File: config.mk
export PLATFORM = sky130hd
export DESIGN_NAME = bhi_div_cell
export DESIGN_NICKNAME = d
export VERILOG_FILES = /design/src/rtl/bhi_pkg.sv /design/src/rtl/bhi_div_cell.sv
export SDC_FILE = /design/constraint.sdc
export NUM_CORES = 1
export LEC_CHECK = 0
export BUFFER_PORTS_ARGS = -buffer_cell sky130_fd_sc_hd__buf_2
export CAP_MARGIN = 20
export CELL_PAD_IN_SITES_DETAIL_PLACEMENT = 1
export CELL_PAD_IN_SITES_GLOBAL_PLACEMENT = 2
export CORE_AREA = 2 2 614 616
export DETAILED_ROUTE_END_ITERATION = 8
export DIE_AREA = 0 0 616 618
export PLACE_DENSITY_LB_ADDON = 0.1
export SLEW_MARGIN = 20
export SYNTH_ARGS = -nofsm -noshare
export SYNTH_HDL_FRONTEND = slang
export SYNTH_SLANG_ARGS = --single-unit
export TNS_END_PERCENT = 5
File: constraint.sdc
create_clock -name clk -period 67 [get_ports clk]
set_clock_uncertainty 0.15 [all_clocks]
set_input_delay 13.4 -clock clk [delete_from_list [all_inputs] [get_ports clk]]
set_output_delay 13.4 -clock clk [all_outputs]
set_load 0.005 [all_outputs]
File: src/rtl/bhi_pkg.sv
// ----------------------------------------------------------------------------
// bhi_pkg: shared types and constants
// Widths, payload structs and divider token for the barycentric height block.
// ----------------------------------------------------------------------------
`default_nettype none

package bhi_pkg;

  localparam int DW      = 32;
  localparam int FRAC_W  = 16;
  localparam int ONE_Q16 = 65536;
  localparam int DIFF_W  = DW + 1;
  localparam int PROD_W  = 2 * DIFF_W;
  localparam int DOT_W   = PROD_W + 1;
  localparam int MAG_W   = DOT_W - 1;
  localparam int HALF_W  = MAG_W / 2;
  localparam int MUL_W   = 2 * MAG_W + 1;
  localparam int NUM_W   = MUL_W + 1;
  localparam int DEN_W   = NUM_W - 2;
  localparam int DVD_W   = NUM_W - 1 + FRAC_W;
  localparam int QS_W    = DVD_W + 1;
  localparam int AQ_W    = QS_W + 2;
  localparam int NCELL   = DVD_W;

  typedef struct packed {
    logic signed [DW-1:0] point_x;
    logic signed [DW-1:0] point_y;
    logic signed [DW-1:0] point_z;
    logic signed [DW-1:0] vert_a_x;
    logic signed [DW-1:0] vert_a_y;
    logic signed [DW-1:0] vert_a_z;
    logic signed [DW-1:0] vert_b_x;
    logic signed [DW-1:0] vert_b_y;
    logic signed [DW-1:0] vert_b_z;
    logic signed [DW-1:0] vert_c_x;
    logic signed [DW-1:0] vert_c_y;
    logic signed [DW-1:0] vert_c_z;
  } query_t;

  typedef struct packed {
    logic signed [DW-1:0] weight_alpha;
    logic signed [DW-1:0] weight_beta;
    logic signed [DW-1:0] weight_gamma;
    logic signed [DW-1:0] height;
    logic                 degenerate;
  } result_t;

  typedef struct packed {
    logic signed [DW-1:0] ay;
    logic signed [DW-1:0] by;
    logic signed [DW-1:0] cy;
  } vert_y_t;

  typedef struct packed {
    logic [DEN_W-1:0] rem;
    logic [DVD_W-1:0] dq;
    logic             neg;
  } div_lane_t;

  typedef struct packed {
    logic             valid;
    logic             deg;
    logic [DEN_W-1:0] den;
    div_lane_t        lane_b;
    div_lane_t        lane_g;
    vert_y_t          y;
  } div_tok_t;

endpackage

`default_nettype wire

File: src/rtl/bhi_div_cell.sv
// ----------------------------------------------------------------------------
// bhi_div_cell: one restoring divide step
// Produces one quotient bit for each of the two lanes and passes the token on.
// ----------------------------------------------------------------------------
`default_nettype none

module bhi_div_cell (
  input  logic              clk,
  input  logic              rst,
  input  logic              en,
  input  bhi_pkg::div_tok_t tok_in,
  output bhi_pkg::div_tok_t tok_out
);

  bhi_pkg::div_tok_t tok_next;

  function automatic bhi_pkg::div_lane_t lane_step(input bhi_pkg::div_lane_t l,
                                                   input logic [bhi_pkg::DEN_W-1:0] den);
    logic [bhi_pkg::DEN_W:0]   sh;
    logic [bhi_pkg::DEN_W+1:0] diff;
    logic                      ge;
    bhi_pkg::div_lane_t        r;
    sh    = {l.rem, l.dq[bhi_pkg::DVD_W-1]};
    diff  = {1'b0, sh} - {2'b00, den};
    ge    = !diff[bhi_pkg::DEN_W+1];
    r.rem = ge ? diff[bhi_pkg::DEN_W-1:0] : sh[bhi_pkg::DEN_W-1:0];
    r.dq  = {l.dq[bhi_pkg::DVD_W-2:0], ge};
    r.neg = l.neg;
    return r;
  endfunction

  always_comb begin
    tok_next        = tok_in;
    tok_next.lane_b = lane_step(tok_in.lane_b, tok_in.den);
    tok_next.lane_g = lane_step(tok_in.lane_g, tok_in.den);
  end

  always_ff @(posedge clk) begin
    if (rst) begin
      tok_out.valid <= 1'b0;
    end else if (en) begin
      tok_out <= tok_next;
    end
  end

endmodule

`default_nettype wire

======== Word level (Yosys, flattened, before mapping) ========
Index checks and enable logic that the tools add are counted.
word-level totals
  input bits .............................. 797
  output and inout port bits .............. 794
  bits in registers ....................... 794
operators by class
  bitwise gates (word level) .............. 1
  $add $sub $neg .......................... 2
  reduce and logical (&&, ||, !) cells .... 3
  mux-type cells .......................... 2
operators by type and width
  cell                             number
  subtractor 133 x 132 -> 134 bit  2
  2-to-1 mux 132 bit               2
  logical NOT 1 bit                2
  AND reduction 2 bit              1
  inverter 1 bit                   1

======== Logic depth before layout (Yosys ltp) ========
Gate-level depths: netlist of the first run.
  word-level depth ........................ 2
  mapped depth ............................ 19
  mapped depth without buffers ............ 15

======== Worst setup path before layout of the first run ========
No wires, ideal clock.
  path kind ............................... input-to-reg
  start point ............................. input rst
  end point ............................... register tok_out[0] in the netlist's numbering (enable)
  setup slack ............................. 16.397 ns
  stages .................................. 1
  buffers on the path ..................... 0
  data required time ...................... 64.770 ns
  arrival time ............................ 48.373 ns
  library setup time ...................... 2.080 ns
  cells stage by stage .................... nor2b_1
on the way
  longest elaborated chain between the ends .. 2
RTL lines
  what                                  line                source
  start, declared                       bhi_div_cell.sv:9   input logic rst,
  inverter 1 bit (no source line)       -
  AND reduction 2 bit (no source line)  -
  end signal, assigned                  bhi_div_cell.sv:42  tok_out <= tok_next;
  end, declared                         bhi_div_cell.sv:12  output bhi_pkg::div_tok_t tok_out
No other way between the ends.
A chain may end at the register's enable or synchronous reset.

==> run summary, run 1 <==
GP Congestion: 0.817
Initial Util: 12.0%
Hold_sp: tok_out[793]$_SDFFE_PP0P_
Synth area leaders: edfxtp_1 53%, ha_1 7.4%, a21oi_1 6.2%
Global-route wire length before repair: 465 mm
Max reg flops: 794
Vias per inst: 3.83
Fraction of registers with async set/reset: 0%
H-Tree Level Count: 3
Yosys top cell by area: edfxtp_1
# clock sinks: 794
Clock transition at path regs: 70 ps
Crit end category: register
Pre-CTS setup slack: 46,750 ps
Met3 Track Usage GR: 3.42%
Post-CTS Setup Repair Bufs: 0
Max Clk Rate: 52.0 MHz
Net Count, Synth: 5,316
Synth warn: 0
Post-layout min period: 19,240 ps
Critical path class: primary input to register
Reg with most FFs: tok_out
Final nets: 6,891
Number of synthesized register bits: 794
RSZ-0062 raised after global routing: false
I/O pin total: 1,591
Routed Antenna Nets: 0
CP Launch Point: tok_in[686]
Vias: 41,900
Fin util: 16.7%
Post-route DRC: 0
Total grt overflow: 0
Max Cap Viol: 0
Reg-to-Reg Start: tok_out[793]$_SDFFE_PP0P_
Netlist cell types: 93
Worst-case hold slack: 359 ps
Placement Rows: 225
Fin cells: 10,900
Fin. max-slew vios: 0
PnR worst setup slack: 47,760 ps
Tcrit/Tclk final: 28.7%
Cts hold-fix bufs: 0
Reg2Reg Depth: 2
Drt first-iter violations: 2,219
Endpoints failing setup: 0
DPL Wire Length: 317 mm
CTS tree: done
Top-count cell post-synth: edfxtp_1
Final hold violation count: 0
Wire per inst: 33.3 um
Sequential share of the synthesized area: 53.2%
Met1 Usage GRT: 19.3%
Die Y: 618 um
Die Span X: 616 um
Drt pass-1 iters: 7
Area grow syn2layout: 39.3%
Worst Tran Pin Value: 1250 ps
Final TNS setup: 0 ps
Placed cells: 10,700
Cells along the critical path: buf_2, inv_1, ha_1, nand4_1, or2_2, or3_1, a211oi_1, nor2_1, o32ai_2, a211oi_1, nor2_1, o21ai_1, o21a_4, inv_6, buf_4, a21oi_1
Synth Area per Inst: 10.5 sq um
Pleak: 0.0247 uW
Cell Area, Synth: 44,800 sq um
Port buffer count: 1,590
Core area: 374,000 sq um
Hold path cells: 2
CTS buffer count: 120
Vias in the first global route: 44,200
Post-Route WL: 365 mm
Max IR drop VDD: 0.0000237 V
Slowest cell on the critical path: a211oi_1
Outcome: finished clean
Synth top cells by count: 793 x edfxtp_1, 559 x a21oi_1, 423 x nor2_1
Most used DFF post-synth: edfxtp_1
Largest regs: tok_out x794
Most used routing layer in global routing: met2
Layout cells sized above 1: 32.2%
Cells after synthesis: 4,253
Grt met2 use: 36.3%
Crit path required time: 67,370 ps
Crit path max fanout: 72
Antenna violations before repair: 169
Worst-skew pair later-pin latency: 810 ps
Slowest stage delay, CP: 940 ps
Total track usage: 18.4%
WP data arrival: 19,610 ps
Hold Path Class: register to register
Pin count of the biggest net entering global routing: 128
CTS Buffer Depth: 4
Die area: 381,000 sq um
Post-synth EDFFs: 793
Post-cts sizing count: 0
Worst setup SP type: primary input
Clk root buf: clkbuf_16
Synth top area share: 53.1%
Power Density: 26.5 nW/um^2
Slew headroom: 15.8%
power by group:
part / switching, uW / internal (uW)
registers: 14.9 / 600
clock network: 280 / 355
logic: 278 / 129
layout by cell type, fill, tap and decap left out, drive strengths merged, types with 25 or more instances in the layout:
master	instances
buf	1640
edfxtp	793
a21oi	602
nor2	424
nand2	348
o21ai	302
ha	264
inv	232
xnor2	147
clkbuf	140
a21o	136
nand4	129
xor2	100
o21bai	75
clkinv	57
nor3	50
o31ai	39
nand3	37
o21a	37
a31oi	35
diode	34
nand2b	27
nor2b	25
worst max-delay path, delay by kind of cell:
family	cells	cell delay (ps)
simple gates	5	1600
fa+ha+maj	1	480
buf+inv	4	1530
compound gates	6	2450
metal layers:
layer  wire length [um]  vias up  part of all wire [%]
li1                   -    19000                     -
met1             132000    21100                    36
met2             201000     1271                    55
met3              17200      484                   4.7
met4              14200       94                   3.9
met5                627        -                  0.17
final timing paths:
check	endpoint	slack, ps
max	tok_out[328]$_DFFE_PP_	47760
min reg2reg	tok_out[793]$_SDFFE_PP0P_	360
min	tok_out[793]$_SDFFE_PP0P_	360
max reg2reg	tok_out[793]$_SDFFE_PP0P_	66270
area by class of cell:
class	instances	area, sq um
multi-input cells	3042	19300
flip-flops and latches	794	23800
clock buffers	140	3100
repair buffers	1640	8350
inverters	230	876
diodes	34	85.1
fillers	43500	312000
well taps	4994	6250
clock inverters	73	616
kinds of logic after synthesis:
| kind of cell | synth area share, % |
|---|---|
| XOR/XNOR | 4.83 |
| AND/OR/NAND/NOR | 11.6 |
| AO/OA/AOI/OAI | 19.0 |
| flip-flops | 53.2 |
| adder cells (fa/ha/maj) | 7.46 |
| buffers and inverters | 3.85 |
| multiplexers | 0.123 |
metrics by stage:
stage / instance area (sq um) / power (uW)
after floorplan: 44800 / 834
after global placement: 58600 / 1050
after detailed placement: 58600 / 1040
after CTS: 62400 / 1710
after global routing: 62400 / 1740
final: 62400 / 1660
No activity file was read; power rests on OpenSTA's default activity.
==> inputs of run 2 (changes only) <==
--- a/config.mk
+++ b/config.mk
@@ -5,13 +5,14 @@
 export SDC_FILE = /design/constraint.sdc
 export NUM_CORES = 1
 export LEC_CHECK = 0
+export ABC_AREA = 1
 export BUFFER_PORTS_ARGS = -buffer_cell sky130_fd_sc_hd__buf_2
 export CAP_MARGIN = 20
 export CELL_PAD_IN_SITES_DETAIL_PLACEMENT = 1
 export CELL_PAD_IN_SITES_GLOBAL_PLACEMENT = 2
-export CORE_AREA = 2 2 614 616
+export CORE_AREA = 2 2 622 624
 export DETAILED_ROUTE_END_ITERATION = 8
-export DIE_AREA = 0 0 616 618
+export DIE_AREA = 0 0 624 626
 export PLACE_DENSITY_LB_ADDON = 0.1
 export SLEW_MARGIN = 20
 export SYNTH_ARGS = -nofsm -noshare
==> constraint.sdc (replaced) <==
create_clock -name clk -period 16.05 [get_ports clk]
set_clock_uncertainty 0.15 [all_clocks]
set_input_delay 3.21 -clock clk [delete_from_list [all_inputs] [get_ports clk]]
set_output_delay 3.21 -clock clk [all_outputs]
set_load 0.005 [all_outputs]
==> run 2 against run 1 <==
Compared with the run above: critical path depth shrank 1; design area rose by 17%; die area is 2.6% higher; final cell count increased by 33%; power increased to 4.4 times the previous value; hold slack lost 41 ps; largest power group is now registers; clock-buffer cell count decreased by 6; core utilization up 2.3 points; first-iteration DRC count grew 82%; combinational power rose to 5.3 times the previous value; critical path type unchanged; largest cell class is now multi-input gates.
==> run summary, run 2 <==
Reg with most FFs: tok_out
Endpoints failing setup: 0 (unchanged)
Total track usage: 26.0% (+7.6 points)
Synth warn: 0 (unchanged)
CTS buffer count: 113 (-5.8%)
Die area: 391,000 sq um (+2.6%)
Crit end category: register
Fin util: 19.0% (+2.3 points)
CTS tree: done
Clock transition at path regs: 60 ps (about the same)
Fraction of registers with async set/reset: 0% (unchanged)
Worst Tran Pin Value: 1160 ps (-98.0 ps)
Synth area leaders: edfxtp_1 43%, nand2_1 18%, inv_1 11%
Port buffer count: 1,590 (unchanged)
Cells after synthesis: 7,606 (+79%)
Synth top cells by count: 2,644 x nand2_1, 1,581 x inv_1, 793 x edfxtp_1
Crit path required time: 16,480 ps (-50,890 ps)
Largest regs: tok_out x794
Hold EP: tok_out[793]$_SDFFE_PP0P_
Top-count cell post-synth: nand2_1
Vias per inst: 4.05 (+5.8%)
Reg-to-Reg Start: tok_out[793]$_SDFFE_PP0P_
Tcrit/Tclk final: 53.6%
Hold_sp: tok_out[793]$_SDFFE_PP0P_
Die Y: 626 um (+1.3%)
Final nets: 10,300 (+50%)
RSZ-0062 raised after global routing: false
R2r setup slk: 15,340 ps (-50,930 ps)
Initial Util: 14.3% (+2.3 points)
Max Cap Viol: 0 (unchanged)
Max Clk Rate: 116 MHz
Number of synthesized register bits: 794 (unchanged)
Final hold violation count: 0 (unchanged)
Power Density: 100 nW/um^2 (+280%)
Core area: 384,000 sq um (+2.7%)
Post-Route WL: 527 mm (+45%)
Drt pass-1 iters: 5 (-2)
Sequential share of the synthesized area: 43.3% (-9.9 points)
Routed Antenna Nets: 0 (unchanged)
I/O pin total: 1,591 (unchanged)
Max IR drop VDD: 0.0000907 V (+280%)
Clk root buf: clkbuf_16
Synth top area share: 43.3% (-9.9 points)
Wire per inst: 36.1 um (+8.4%)
Post-route DRC: 0 (unchanged)
Hold path cells: 2 (unchanged)
Slew headroom: 22.9% (+7.2 points)
Layout fillers: 46,800 (+7.6%)
Fin. max-slew vios: 0 (unchanged)
Most used DFF post-synth: edfxtp_1
Layout cells sized above 1: 19.8% (-12 points)
Vias in the first global route: 59,800 (+35%)
GP Congestion: 0.925 (+13%)
# clock sinks: 794 (unchanged)
Cts hold-fix bufs: 0 (unchanged)
Net Count, Synth: 8,669 (+63%)
Placed cell area: 69,100 sq um (+18%)
Worst setup SP type: primary input
Synth Area per Inst: 7.24 sq um (-31%)
Post-cts sizing count: 0 (unchanged)
Pleak: 0.0354 uW (+43%)
Reg2Reg Depth: 2 (unchanged)
H-Tree Level Count: 3 (unchanged)
Hold Path Class: register to register
CP Launch Point: tok_in[669]
Final TNS setup: 0 ps (unchanged)
Vias: 59,100 (+41%)
Post-layout min period: 8600 ps
Worst-skew pair later-pin latency: 900 ps (+90 ps)
Critical path class: primary input to register
Crit path max fanout: 78 (+8.3%)
Most common cell after layout, fill and taps aside: nand2_1
Most frequent cells in the layout: 2,644 x nand2_1, 1,590 x buf_2, 1,581 x inv_1
WP data arrival: 9030 ps (-10,580 ps)
Placed cells: 14,200 (+33%)
Cell Area, Synth: 55,000 sq um (+23%)
Final instance area: 73,100 sq um (+17%)
Yosys top cell by area: edfxtp_1
Max reg flops: 794 (unchanged)
Die Span X: 624 um (+1.3%)
CTS Buffer Depth: 4 (unchanged)
Post-CTS Setup Repair Bufs: 0 (unchanged)
Pin count of the biggest net entering global routing: 136 (+6.3%)
Antenna violations before repair: 174 (+3.0%)
Total grt overflow: 0 (unchanged)
Netlist cell types: 35 (-62%)
RR Endpoint: tok_out[793]$_SDFFE_PP0P_
Area grow syn2layout: 32.8%
Placement Rows: 228 (+1.3%)
Drt first-iter violations: 4,036 (+82%)
DPL Wire Length: 477 mm (+51%)
Outcome: finished clean
Post-synth EDFFs: 793 (unchanged)
Fin cells: 14,600 (+33%)
Global-route wire length before repair: 657 mm (+41%)
-- run 2: worst max-delay path: stages --
cell,delay [ps]
buf_2,110
inv_1,210
ha_1,450
nand2_1,140
nor2_1,180
inv_1,100
nor3_1,620
nand3_1,410
nor2_1,290
nand3_4,350
nand3_4,560
buf_4,860
buf_4,460
buf_4,690
o21ai_1,140
-- run 2: through the flow --
step | total power (uW) | hold WS (ps) | worst slack (ps)
2_1_floorplan | 3510 | 300 | 524
3_3_place_gp | 4880 | 304 | 6530
3_5_place_dp | 4870 | 311 | 6580
4_1_cts | 7480 | 324 | 7550
5_1_grt | 7610 | 373 | 7120
6_report | 7320 | 318 | 7450
-- run 2: worst max path at each step --
stage / to / slack, ps / cells past startpoint
floorplan: tok_out[0]$_DFFE_PP_ / 520 / 2
global placement: tok_out[251]$_DFFE_PP_ / 6530 / 16
detailed placement: tok_out[251]$_DFFE_PP_ / 6580 / 16
CTS: tok_out[277]$_DFFE_PP_ / 7550 / 15
global route: tok_out[283]$_DFFE_PP_ / 7120 / 16
finish: tok_out[283]$_DFFE_PP_ / 7450 / 15
-- run 2: metal layers --
layer / wire length, um / vias up / track usage, %
met5: 569 / - / 0.0370
met4: 18800 / 86 / 9.31
met3: 24800 / 431 / 4.41
met2: 275000 / 1814 / 48.2
met1: 208000 / 29200 / 29.8
li1: - / 27600 / -
-- run 2: power breakdown --
part / total [uW] / switching [uW] / internal [uW]
logic: 2150 / 1600 / 545
registers: 2630 / 128 / 2500
clock network: 2540 / 1110 / 1430
total: 7320 / 2840 / 4480
-- run 2: cells by family after synthesis --
| kind of cell | after synthesis | synth area share, % |
|---|---|---|
| AO/OA/AOI/OAI | 759 | 7.11 |
| buffers and inverters | 1707 | 12.1 |
| adder cells (fa/ha/maj) | 266 | 6.07 |
| AND/OR/NAND/NOR | 3948 | 29.3 |
| flip-flops | 794 | 43.3 |
| XOR/XNOR | 132 | 2.10 |
-- run 2: final cells by class --
| class | count | area, sq um | share of cell area [%] |
|---|---|---|---|
| multi-input combinational | 5105 | 24600 | 33.6 |
| clock inverter | 68 | 631 | 0.862 |
| inverter | 1631 | 6120 | 8.37 |
| clock buffer | 134 | 2910 | 3.98 |
| tap | 5060 | 6330 | 8.66 |
| antenna | 189 | 473 | 0.647 |
| timing repair buffer | 1621 | 8230 | 11.3 |
| sequential | 794 | 23800 | 32.6 |
